[src/design/ffsa_pkg.sv]
`timescale 1ns / 1ps

package ffsa_pkg;

    // Widths of the fields on the ports.
    localparam int ADDR_W    = 21;
    localparam int HDR_W     = 7;
    localparam int COUNT_W   = 7;
    localparam int STATUS_W  = 2;
    localparam int CFG_IDX_W = 2;

    // Command codes.
    localparam logic CMD_ALLOC = 1'b0;
    localparam logic CMD_FREE  = 1'b1;

    // Result status codes.
    localparam logic [STATUS_W-1:0] ST_OK           = 2'd0;
    localparam logic [STATUS_W-1:0] ST_OUT_OF_SPACE = 2'd1;
    localparam logic [STATUS_W-1:0] ST_UNKNOWN_ADDR = 2'd2;

    // Configuration register indexes.
    localparam logic [CFG_IDX_W-1:0] CFG_ARENA_LIMIT  = 2'd0;
    localparam logic [CFG_IDX_W-1:0] CFG_HEADER_BYTES = 2'd1;

    // Reset values of the configuration registers.
    localparam logic [ADDR_W-1:0] ARENA_LIMIT_RST  = 21'd1048576;
    localparam logic [HDR_W-1:0]  HEADER_BYTES_RST = 7'd24;

    // One word of the block table.
    typedef struct packed {
        logic              free;
        logic [ADDR_W-1:0] base;
        logic [ADDR_W-1:0] size;
    } t_entry;

endpackage

[src/design/ffsa_ram.sv]
`timescale 1ns / 1ps

module ffsa_ram #(
    parameter int WIDTH = 43,
    parameter int DEPTH = 64
) (
    input  logic                     i_clk,
    input  logic                     i_we,
    input  logic [$clog2(DEPTH)-1:0] i_waddr,
    input  logic [WIDTH-1:0]         i_wdata,
    input  logic [$clog2(DEPTH)-1:0] i_raddr,
    output logic [WIDTH-1:0]         o_rdata
);

    logic [WIDTH-1:0] r_mem [DEPTH];
    logic [WIDTH-1:0] r_rdata;

    always_ff @(posedge i_clk) begin
        if (i_we) begin
            r_mem[i_waddr] <= i_wdata;
        end
        r_rdata <= r_mem[i_raddr];
    end

    assign o_rdata = r_rdata;

endmodule

[src/design/first_fit_stack_allocator_core.sv]
`timescale 1ns / 1ps

// Channel    Direction  Handshake                    Payload
// command    in         start & !busy                i_command, i_req_size, i_address
// result     out        o_done (one-cycle strobe)    o_address_res, o_status,
//                                                    o_block_count, o_break_offset
// config     in         i_cfg_valid & o_cfg_ready    i_cfg_index, i_cfg_data
//
// One command is worked on at a time; busy is high from the transfer through the result
// strobe. The block table lives in one RAM with a registered read, scanned from the top one
// entry per cycle. An allocate takes the first fitting free block, else pushes a new one or
// reports out of space; a free marks its block free and pops free blocks off the top, or
// reports an unknown address; a null free goes straight to the result. Reset clears the
// count, the break and the control state but not the RAM. The receiver cannot stall results.
module first_fit_stack_allocator_core #(
    parameter int MAX_BLOCKS  = 64,
    parameter int ARENA_BYTES = 1048576
) (
    input  logic                               i_clk,
    input  logic                               i_rst_n,
    input  logic                               start,
    output logic                               busy,
    input  logic                               i_command,
    input  logic [ffsa_pkg::ADDR_W-1:0]        i_req_size,
    input  logic [ffsa_pkg::ADDR_W-1:0]        i_address,
    output logic                               o_done,
    output logic [ffsa_pkg::ADDR_W-1:0]        o_address_res,
    output logic [ffsa_pkg::STATUS_W-1:0]      o_status,
    output logic [ffsa_pkg::COUNT_W-1:0]       o_block_count,
    output logic [ffsa_pkg::ADDR_W-1:0]        o_break_offset,
    input  logic                               i_cfg_valid,
    output logic                               o_cfg_ready,
    input  logic [ffsa_pkg::CFG_IDX_W-1:0]     i_cfg_index,
    input  logic [ffsa_pkg::ADDR_W-1:0]        i_cfg_data
);

    localparam int AW = $clog2(MAX_BLOCKS);
    localparam int CW = $clog2(MAX_BLOCKS + 1);
    localparam int EW = $bits(ffsa_pkg::t_entry);
    localparam int A  = ffsa_pkg::ADDR_W;

    // Controller states. The scan state serves both the search and the pop
    // of free blocks after a free; r_pop tells which.
    localparam logic [1:0] S_IDLE = 2'd0;
    localparam logic [1:0] S_SCAN = 2'd1;
    localparam logic [1:0] S_PUSH = 2'd2;
    localparam logic [1:0] S_RESP = 2'd3;

    logic [1:0]                     r_state, n_state;
    logic                           r_pop, n_pop;
    logic [CW-1:0]                  r_issue, n_issue;
    logic                           r_pend, n_pend;
    logic [AW-1:0]                  r_pend_idx, n_pend_idx;
    logic [CW-1:0]                  r_count, n_count;
    logic [A-1:0]                   r_brk, n_brk;
    logic [A-1:0]                   r_arena_limit;
    logic [ffsa_pkg::HDR_W-1:0]     r_hdr;

    logic                           r_cmd, n_cmd;
    logic [A-1:0]                   r_req, n_req;
    logic [A-1:0]                   r_addr, n_addr;
    logic [A-1:0]                   r_res_addr, n_res_addr;
    logic [ffsa_pkg::STATUS_W-1:0]  r_status, n_status;

    logic                           mem_we;
    logic [AW-1:0]                  mem_waddr;
    ffsa_pkg::t_entry               mem_wdata;
    logic [AW-1:0]                  mem_raddr;
    logic [EW-1:0]                  mem_rdata;
    ffsa_pkg::t_entry               rd;

    logic [CW-1:0]                  issue_m1;
    logic                           hit;
    logic [A:0]                     top_end;
    logic [A:0]                     push_base;
    logic [A+1:0]                   push_end;
    logic [31:0]                    eff_limit;
    logic                           push_fail;

    ffsa_ram #(
        .WIDTH (EW),
        .DEPTH (MAX_BLOCKS)
    ) u_table (
        .i_clk   (i_clk),
        .i_we    (mem_we),
        .i_waddr (mem_waddr),
        .i_wdata (mem_wdata),
        .i_raddr (mem_raddr),
        .o_rdata (mem_rdata)
    );

    assign rd        = ffsa_pkg::t_entry'(mem_rdata);
    assign issue_m1  = r_issue - CW'(1);
    assign mem_raddr = issue_m1[AW-1:0];

    // A pending entry stops the walk: in the search a fitting free block
    // (allocate) or a matching data address (free), in the pop a used block.
    always_comb begin
        if (!r_pend) begin
            hit = 1'b0;
        end else if (r_pop) begin
            hit = !rd.free;
        end else if (r_cmd == ffsa_pkg::CMD_ALLOC) begin
            hit = rd.free && (rd.size >= r_req);
        end else begin
            hit = (rd.base == r_addr);
        end
    end

    assign top_end   = {1'b0, rd.base} + {1'b0, rd.size};
    assign push_base = {1'b0, r_brk} + (A + 1)'(r_hdr);
    assign push_end  = {1'b0, push_base} + {2'b00, r_req};
    assign eff_limit = ({11'd0, r_arena_limit} < 32'(ARENA_BYTES)) ?
                       {11'd0, r_arena_limit} : 32'(ARENA_BYTES);
    assign push_fail = (r_count >= CW'(MAX_BLOCKS)) ||
                       ({{(32 - A - 2){1'b0}}, push_end} > eff_limit);

    always_comb begin
        n_state    = r_state;
        n_pop      = r_pop;
        n_issue    = r_issue;
        n_pend     = r_pend;
        n_pend_idx = r_pend_idx;
        n_count    = r_count;
        n_brk      = r_brk;
        n_cmd      = r_cmd;
        n_req      = r_req;
        n_addr     = r_addr;
        n_res_addr = r_res_addr;
        n_status   = r_status;
        mem_we     = 1'b0;
        mem_waddr  = r_pend_idx;
        mem_wdata  = rd;

        case (r_state)
            S_IDLE: begin
                if (start) begin
                    n_cmd      = i_command;
                    n_req      = i_req_size;
                    n_addr     = i_address;
                    n_issue    = r_count;
                    n_pend     = 1'b0;
                    n_pop      = 1'b0;
                    n_res_addr = '0;
                    n_status   = ffsa_pkg::ST_OK;
                    if (i_command == ffsa_pkg::CMD_FREE && i_address == '0) begin
                        n_state = S_RESP;
                    end else begin
                        n_state = S_SCAN;
                    end
                end
            end
            S_SCAN: begin
                // Keep one read in flight, walking down from the top.
                if (r_issue != '0) begin
                    n_issue    = issue_m1;
                    n_pend     = 1'b1;
                    n_pend_idx = issue_m1[AW-1:0];
                end else begin
                    n_pend = 1'b0;
                end

                if (r_pop) begin
                    if (hit) begin
                        n_brk   = top_end[A-1:0];
                        n_state = S_RESP;
                    end else if (r_pend) begin
                        n_count = CW'(r_pend_idx);
                    end else if (r_issue == '0) begin
                        n_count = '0;
                        n_brk   = '0;
                        n_state = S_RESP;
                    end
                end else begin
                    if (hit) begin
                        mem_we    = 1'b1;
                        mem_wdata = '{free: r_cmd, base: rd.base, size: rd.size};
                        if (r_cmd == ffsa_pkg::CMD_ALLOC) begin
                            n_res_addr = rd.base;
                            n_state    = S_RESP;
                        end else begin
                            // Restart the walk from the top once the write
                            // has landed, so the pop sees the new flag.
                            n_pop   = 1'b1;
                            n_issue = r_count;
                            n_pend  = 1'b0;
                        end
                    end else if (!r_pend && r_issue == '0) begin
                        if (r_cmd == ffsa_pkg::CMD_ALLOC) begin
                            n_state = S_PUSH;
                        end else begin
                            n_status = ffsa_pkg::ST_UNKNOWN_ADDR;
                            n_state  = S_RESP;
                        end
                    end
                end
            end
            S_PUSH: begin
                mem_waddr = r_count[AW-1:0];
                if (push_fail) begin
                    n_status = ffsa_pkg::ST_OUT_OF_SPACE;
                end else begin
                    mem_we     = 1'b1;
                    mem_wdata  = '{free: 1'b0, base: push_base[A-1:0], size: r_req};
                    n_count    = r_count + CW'(1);
                    n_brk      = push_end[A-1:0];
                    n_res_addr = push_base[A-1:0];
                end
                n_state = S_RESP;
            end
            S_RESP: begin
                n_state = S_IDLE;
            end
            default: begin
                n_state = S_IDLE;
            end
        endcase
    end

    always_ff @(posedge i_clk) begin
        if (!i_rst_n) begin
            r_state       <= S_IDLE;
            r_pop         <= 1'b0;
            r_issue       <= '0;
            r_pend        <= 1'b0;
            r_count       <= '0;
            r_brk         <= '0;
            r_arena_limit <= ffsa_pkg::ARENA_LIMIT_RST;
            r_hdr         <= ffsa_pkg::HEADER_BYTES_RST;
        end else begin
            r_state <= n_state;
            r_pop   <= n_pop;
            r_issue <= n_issue;
            r_pend  <= n_pend;
            r_count <= n_count;
            r_brk   <= n_brk;
            if (i_cfg_valid && o_cfg_ready) begin
                case (i_cfg_index)
                    ffsa_pkg::CFG_ARENA_LIMIT:  r_arena_limit <= i_cfg_data;
                    ffsa_pkg::CFG_HEADER_BYTES: r_hdr <= i_cfg_data[ffsa_pkg::HDR_W-1:0];
                    default: ;
                endcase
            end
        end
    end

    always_ff @(posedge i_clk) begin
        r_pend_idx <= n_pend_idx;
        r_cmd      <= n_cmd;
        r_req      <= n_req;
        r_addr     <= n_addr;
        r_res_addr <= n_res_addr;
        r_status   <= n_status;
    end

    // The result is shown for the single cycle spent in the response state,
    // so the count and break already reflect this command.
    assign busy           = (r_state != S_IDLE);
    assign o_cfg_ready    = 1'b1;
    assign o_done         = (r_state == S_RESP);
    assign o_address_res  = r_res_addr;
    assign o_status       = r_status;
    assign o_block_count  = ffsa_pkg::COUNT_W'(r_count);
    assign o_break_offset = r_brk;

    a_done_single: assert property (@(posedge i_clk) disable iff (!i_rst_n)
        o_done |=> !o_done)
        else $error("result strobe held longer than one cycle");

    a_accept_busy: assert property (@(posedge i_clk) disable iff (!i_rst_n)
        (start && !busy) |=> busy)
        else $error("command transfer did not make the block busy");

    a_fail_no_addr: assert property (@(posedge i_clk) disable iff (!i_rst_n)
        (o_done && o_status != ffsa_pkg::ST_OK) |-> (o_address_res == '0))
        else $error("failed command returned a nonzero address");

    a_count_bound: assert property (@(posedge i_clk) disable iff (!i_rst_n)
        r_count <= CW'(MAX_BLOCKS))
        else $error("block count beyond table depth");

    a_push_grows: assert property (@(posedge i_clk) disable iff (!i_rst_n)
        (r_state == S_PUSH && mem_we) |=> (r_count == $past(r_count) + CW'(1)))
        else $error("push did not grow the stack by one");

endmodule
[config.mk]
export PLATFORM = sky130hd
export DESIGN_NAME = first_fit_stack_allocator_core
export DESIGN_NICKNAME = d
export VERILOG_FILES = /design/src/design/ffsa_pkg.sv /design/src/design/ffsa_ram.sv /design/src/design/first_fit_stack_allocator_core.sv
export SDC_FILE = /design/constraint.sdc
export NUM_CORES = 2
export LEC_CHECK = 0
export BUFFER_PORTS_ARGS = -buffer_cell sky130_fd_sc_hd__buf_4
export CAP_MARGIN = 20
export CELL_PAD_IN_SITES_DETAIL_PLACEMENT = 2
export CELL_PAD_IN_SITES_GLOBAL_PLACEMENT = 2
export CORE_ASPECT_RATIO = 1.4
export CORE_MARGIN = 3
export CORE_UTILIZATION = 50
export DETAILED_ROUTE_END_ITERATION = 12
export PLACE_DENSITY = 0.84
export SLEW_MARGIN = 20
export SYNTH_ARGS = -nofsm -noshare
export SYNTH_HDL_FRONTEND = slang
export SYNTH_SLANG_ARGS = --single-unit
export TNS_END_PERCENT = 10
[constraint.sdc]
create_clock -name i_clk -period 21.9 [get_ports i_clk]
set_clock_uncertainty 0.15 [all_clocks]
set_input_delay 1.095 -clock i_clk [delete_from_list [all_inputs] [get_ports i_clk]]
set_output_delay 1.095 -clock i_clk [all_outputs]
set_load 0.02 [all_outputs]
==> flow_summary.ini, run 1 <==
[die]
ios = 124
start_util = 0.503
die_h_um = 574
fp.dieW_um = 412
rows = 208

[logic_synthesis]
synth_top_family_by_area = multiplexers
yosysTopAreaCell = edfxtp_1
synth.area.top_cells = edfxtp_1 73%, mux4_2 18%, dfxtp_1 1.9%
netlist_area_mm2 = 0.115
synth_edf_count = 2824
synthArstFlopShare = 0
synth_compound_area_frac = 0.0254
synth-seq-area-share = 0.754
syn-mean-instance-area_um2 = 22.3
yosysWarnings = 0
synth_adder_area_share = 0.0115
syn_inst = 5171
syn-num-nets = 5345
synth-xor-area-share = 0.00584
ys_seq_elements = 2934
synthMuxAreaShare = 0.177
synth_top_area_share = 0.735
synthFlopType = edfxtp_1
yosys.area_share.simple = 0.0154
synth_cell_types = 72

[place]
gp_congestion = 0.892
io_buffers = 122
dp_hpwl_um = 265000

[run_status]
error = [ERROR DPL-0033] detailed placement checks failed during check placement.
lastStage = 3_5_place_dp
status = did not finish
## cells by family after synthesis
family / count (synthesis)
DFF: 2934
muxes: 912
AOI/OAI and AO/OA: 425
and+or+nand+nor: 386
buffers and inverters: 332
adders and majority gates: 104
xor gates and xnor gates: 77
other: 1
## synth_stat cells (all sizes together) (34+ instances only)
cell / instances
a211oi: 90
edfxtp: 2824
nand2: 160
o21ai: 47
mux4: 903
a21oi: 107
inv: 64
buf: 79
a22o: 36
ha: 101
nor2: 82
dfxtp: 110
xnor2: 34
xor2: 43
clkbuf: 188
## through the flow
stage,setup WS [ns],std cells
after floorplan,12.84,5171
after global placement,12.71,8236
==> inputs of run 2 (changes only) <==
--- a/config.mk
+++ b/config.mk
@@ -7,13 +7,10 @@
 export LEC_CHECK = 0
 export BUFFER_PORTS_ARGS = -buffer_cell sky130_fd_sc_hd__buf_4
 export CAP_MARGIN = 20
-export CELL_PAD_IN_SITES_DETAIL_PLACEMENT = 2
-export CELL_PAD_IN_SITES_GLOBAL_PLACEMENT = 2
-export CORE_ASPECT_RATIO = 1.4
 export CORE_MARGIN = 3
-export CORE_UTILIZATION = 50
+export CORE_UTILIZATION = 35
 export DETAILED_ROUTE_END_ITERATION = 12
-export PLACE_DENSITY = 0.84
+export PLACE_DENSITY_LB_ADDON = 0.15
 export SLEW_MARGIN = 20
 export SYNTH_ARGS = -nofsm -noshare
 export SYNTH_HDL_FRONTEND = slang
==> flow_summary.ini, run 2 <==
[die]
start_util = 0.352
fp.coreArea_mm2 = 0.328
ios = 124
rows = 210
die_h_um = 580
fp.dieW_um = 580
dieArea_mm2 = 0.337

[clock_tree]
clockBufferDepth = 4
clock-sinks = 2934
htreeDepth = 5
cts_tree = yes
cts_resized = 0
cts_buffers = 319
hold_buffers = 0
clk_pin_slew_ns = 0.06
root_buffer = clkbuf_16
clk-insertion-delay-late_ns = 0.94
cts_setup_buffers = 0

[worst_setup_path]
start_kind = register
critical-path-max-stage-delay_ns = 0.92
critPathKind = register to register
required_ns = 22.27
crit_fanout = 23
r2r_slack_ns = 12.55
path_buf_inv = 4
reg2reg_to = u_table.r_mem[54][18]
arrival_ns = 9.72
reg2reg_depth = 27
cp-end-kind = register
worst_path_max_delay_cell = a211oi_4
r2r_start = o_break_offset[0]
cpMostUsedCell = buf_4
critical_path.top_delay_family = compound AO/OA/AOI/OAI gates

[min_path]
hold_path_class = input pin to register
worstHoldStart = i_req_size[5]
min_to = r_req[5]
worstHoldPathCells = 1

[cells_and_area]
final_common_cell = edfxtp_1
nFillCells = 28600
drive_gt1_frac = 0.308
layout_common_cells = 2824 x edfxtp_1, 903 x mux4_2, 324 x clkbuf_16
area_growth_pct = 15.8
largest_reg_flops = 2752
instances_no_fill = 10200
stdcell_area_mm2 = 0.134
regMostFlops = u_table.r_mem
multi_input_area_mm2 = 0.0284
regArea_mm2 = 0.0870
nNetsFinal = 5729

[drt]
vias = 57100
routedWlPerCell_um = 34.7
dr.pass1.iters = 5
drt_iter0_markers = 6336
vias_per_cell = 5.62
ant_nets = 0
routed_wl_um = 353000
drcViolationCount = 0

[place]
dp_cells = 9579
dp_hpwl_um = 210000
gp_congestion = 0.830
dpl-instance-area_mm2 = 0.124
io_buffers = 122
dp_slack_ns = 12.54

[timing]
worst_slew_pin_slew_ns = 1.12
fmax_mhz = 107
grt_setup_unrepaired = no
setup_viol = 0
hold_viol = 0
setup_slack_ns = 12.55
slew_headroom = 0.251
min_period_ns = 9.35
drv_slew = 0
finalSetupTns_ns = 0
period_share = 0.427

[logic_synthesis]
synth_cell_types = 72
synth.area.top_cells = edfxtp_1 73%, mux4_2 18%, dfxtp_1 1.9%
synthTopCellsByCount = 2824 x edfxtp_1, 903 x mux4_2, 188 x clkbuf_1
ys_seq_elements = 2934
yosysWarnings = 0
syn-num-nets = 5345
synth_top_area_share = 0.735
synthArstFlopShare = 0
synthFlopType = edfxtp_1
syn_inst = 5171
synth-seq-area-share = 0.754
netlist_area_mm2 = 0.115
synth_most_common_cell = edfxtp_1
yosysTopAreaCell = edfxtp_1
syn-mean-instance-area_um2 = 22.3
synth_edf_count = 2824

[global_route]
grt_antenna_before_repair = 41
grt_pass1_vias = 57700
grt_pass1_wl_um = 488000
grt_usage = 0.207
overflow = 0
grt_max_degree = 121

[run_status]
status = complete, no violations

[pwr]
irDropWorstVdd_v = 0.000142
leakage_nw = 41.0
p_per_area_mw_per_mm2 = 162

[flow_run]
drv_cap = 0
[run 2: cell counts after synthesis]
Identical to the previous run, type by type.
[run 2: how the worst max path moves through the flow]
stage                            from               endpoint  slack [ns]  cells after the start
detailed placement  o_break_offset[0]   u_table.r_mem[54][4]       12.54                     27
global route        o_break_offset[0]  u_table.r_mem[54][18]       11.95                     27
global placement    o_break_offset[0]   u_table.r_mem[16][5]       12.40                     26
CTS                 o_break_offset[0]  u_table.r_mem[19][10]       12.42                     26
floorplan           o_break_offset[0]   u_table.r_mem[12][0]       12.84                     24
finish              o_break_offset[0]  u_table.r_mem[54][18]       12.55                     27
[run 2: layer usage]
layer,vias to the layer above,track usage,share of wire
met1,31800,0.299,0.44
met3,390,0.0388,0.069
met4,6,0.0449,0.022
li1,22800,-,-
met2,2045,0.327,0.47
met5,-,0,0.000096
[run 2: power by group]
group          internal, mW  leakage (nW)  switching [mW]
sequential             7.72          26.5           0.252
clock                  2.95          4.84            2.23
combinational          2.93          9.64            5.59
total                  13.6          41.0            8.07
[run 2: cell type report]
type,instances,share of cell area
Sequential cell,2934,0.651
Clock buffer,425,0.0642
Inverter,65,0.00182
Clock inverter,140,0.0104
Antenna cell,10,0.000187
Tap cell,4346,0.0407
Timing Repair Buffer,330,0.0193
Multi-Input combinational cell,1905,0.213
[run 2: metrics by stage]
step | hold WS [ns] | util | power, mW
2_1_floorplan | 0.282 | - | 12.7
3_3_place_gp | 0.294 | 0.377 | 16.7
3_5_place_dp | 0.300 | 0.377 | 16.7
4_1_cts | 0.107 | 0.408 | 21.9
5_1_grt | 0.139 | 0.408 | 22.5
6_report | 0.180 | 0.408 | 21.7
[run 2: kinds of logic (layout without fill, tap and decap cells)]
| kind of cell | count (synthesis) | after routing | synth area share |
|---|---|---|---|
| buffers and inverters | 332 | 960 | 0.0110 |
| xor gates and xnor gates | 77 | 77 | 0.00584 |
| adders and majority gates | 104 | 104 | 0.0115 |
| DFF | 2934 | 2934 | 0.754 |
| other | 1 | 11 | 0.0000325 |
| muxes | 912 | 912 | 0.177 |
| and+or+nand+nor | 386 | 386 | 0.0154 |
| AOI/OAI and AO/OA | 425 | 425 | 0.0254 |
No activity file was read; power rests on OpenSTA's default activity.
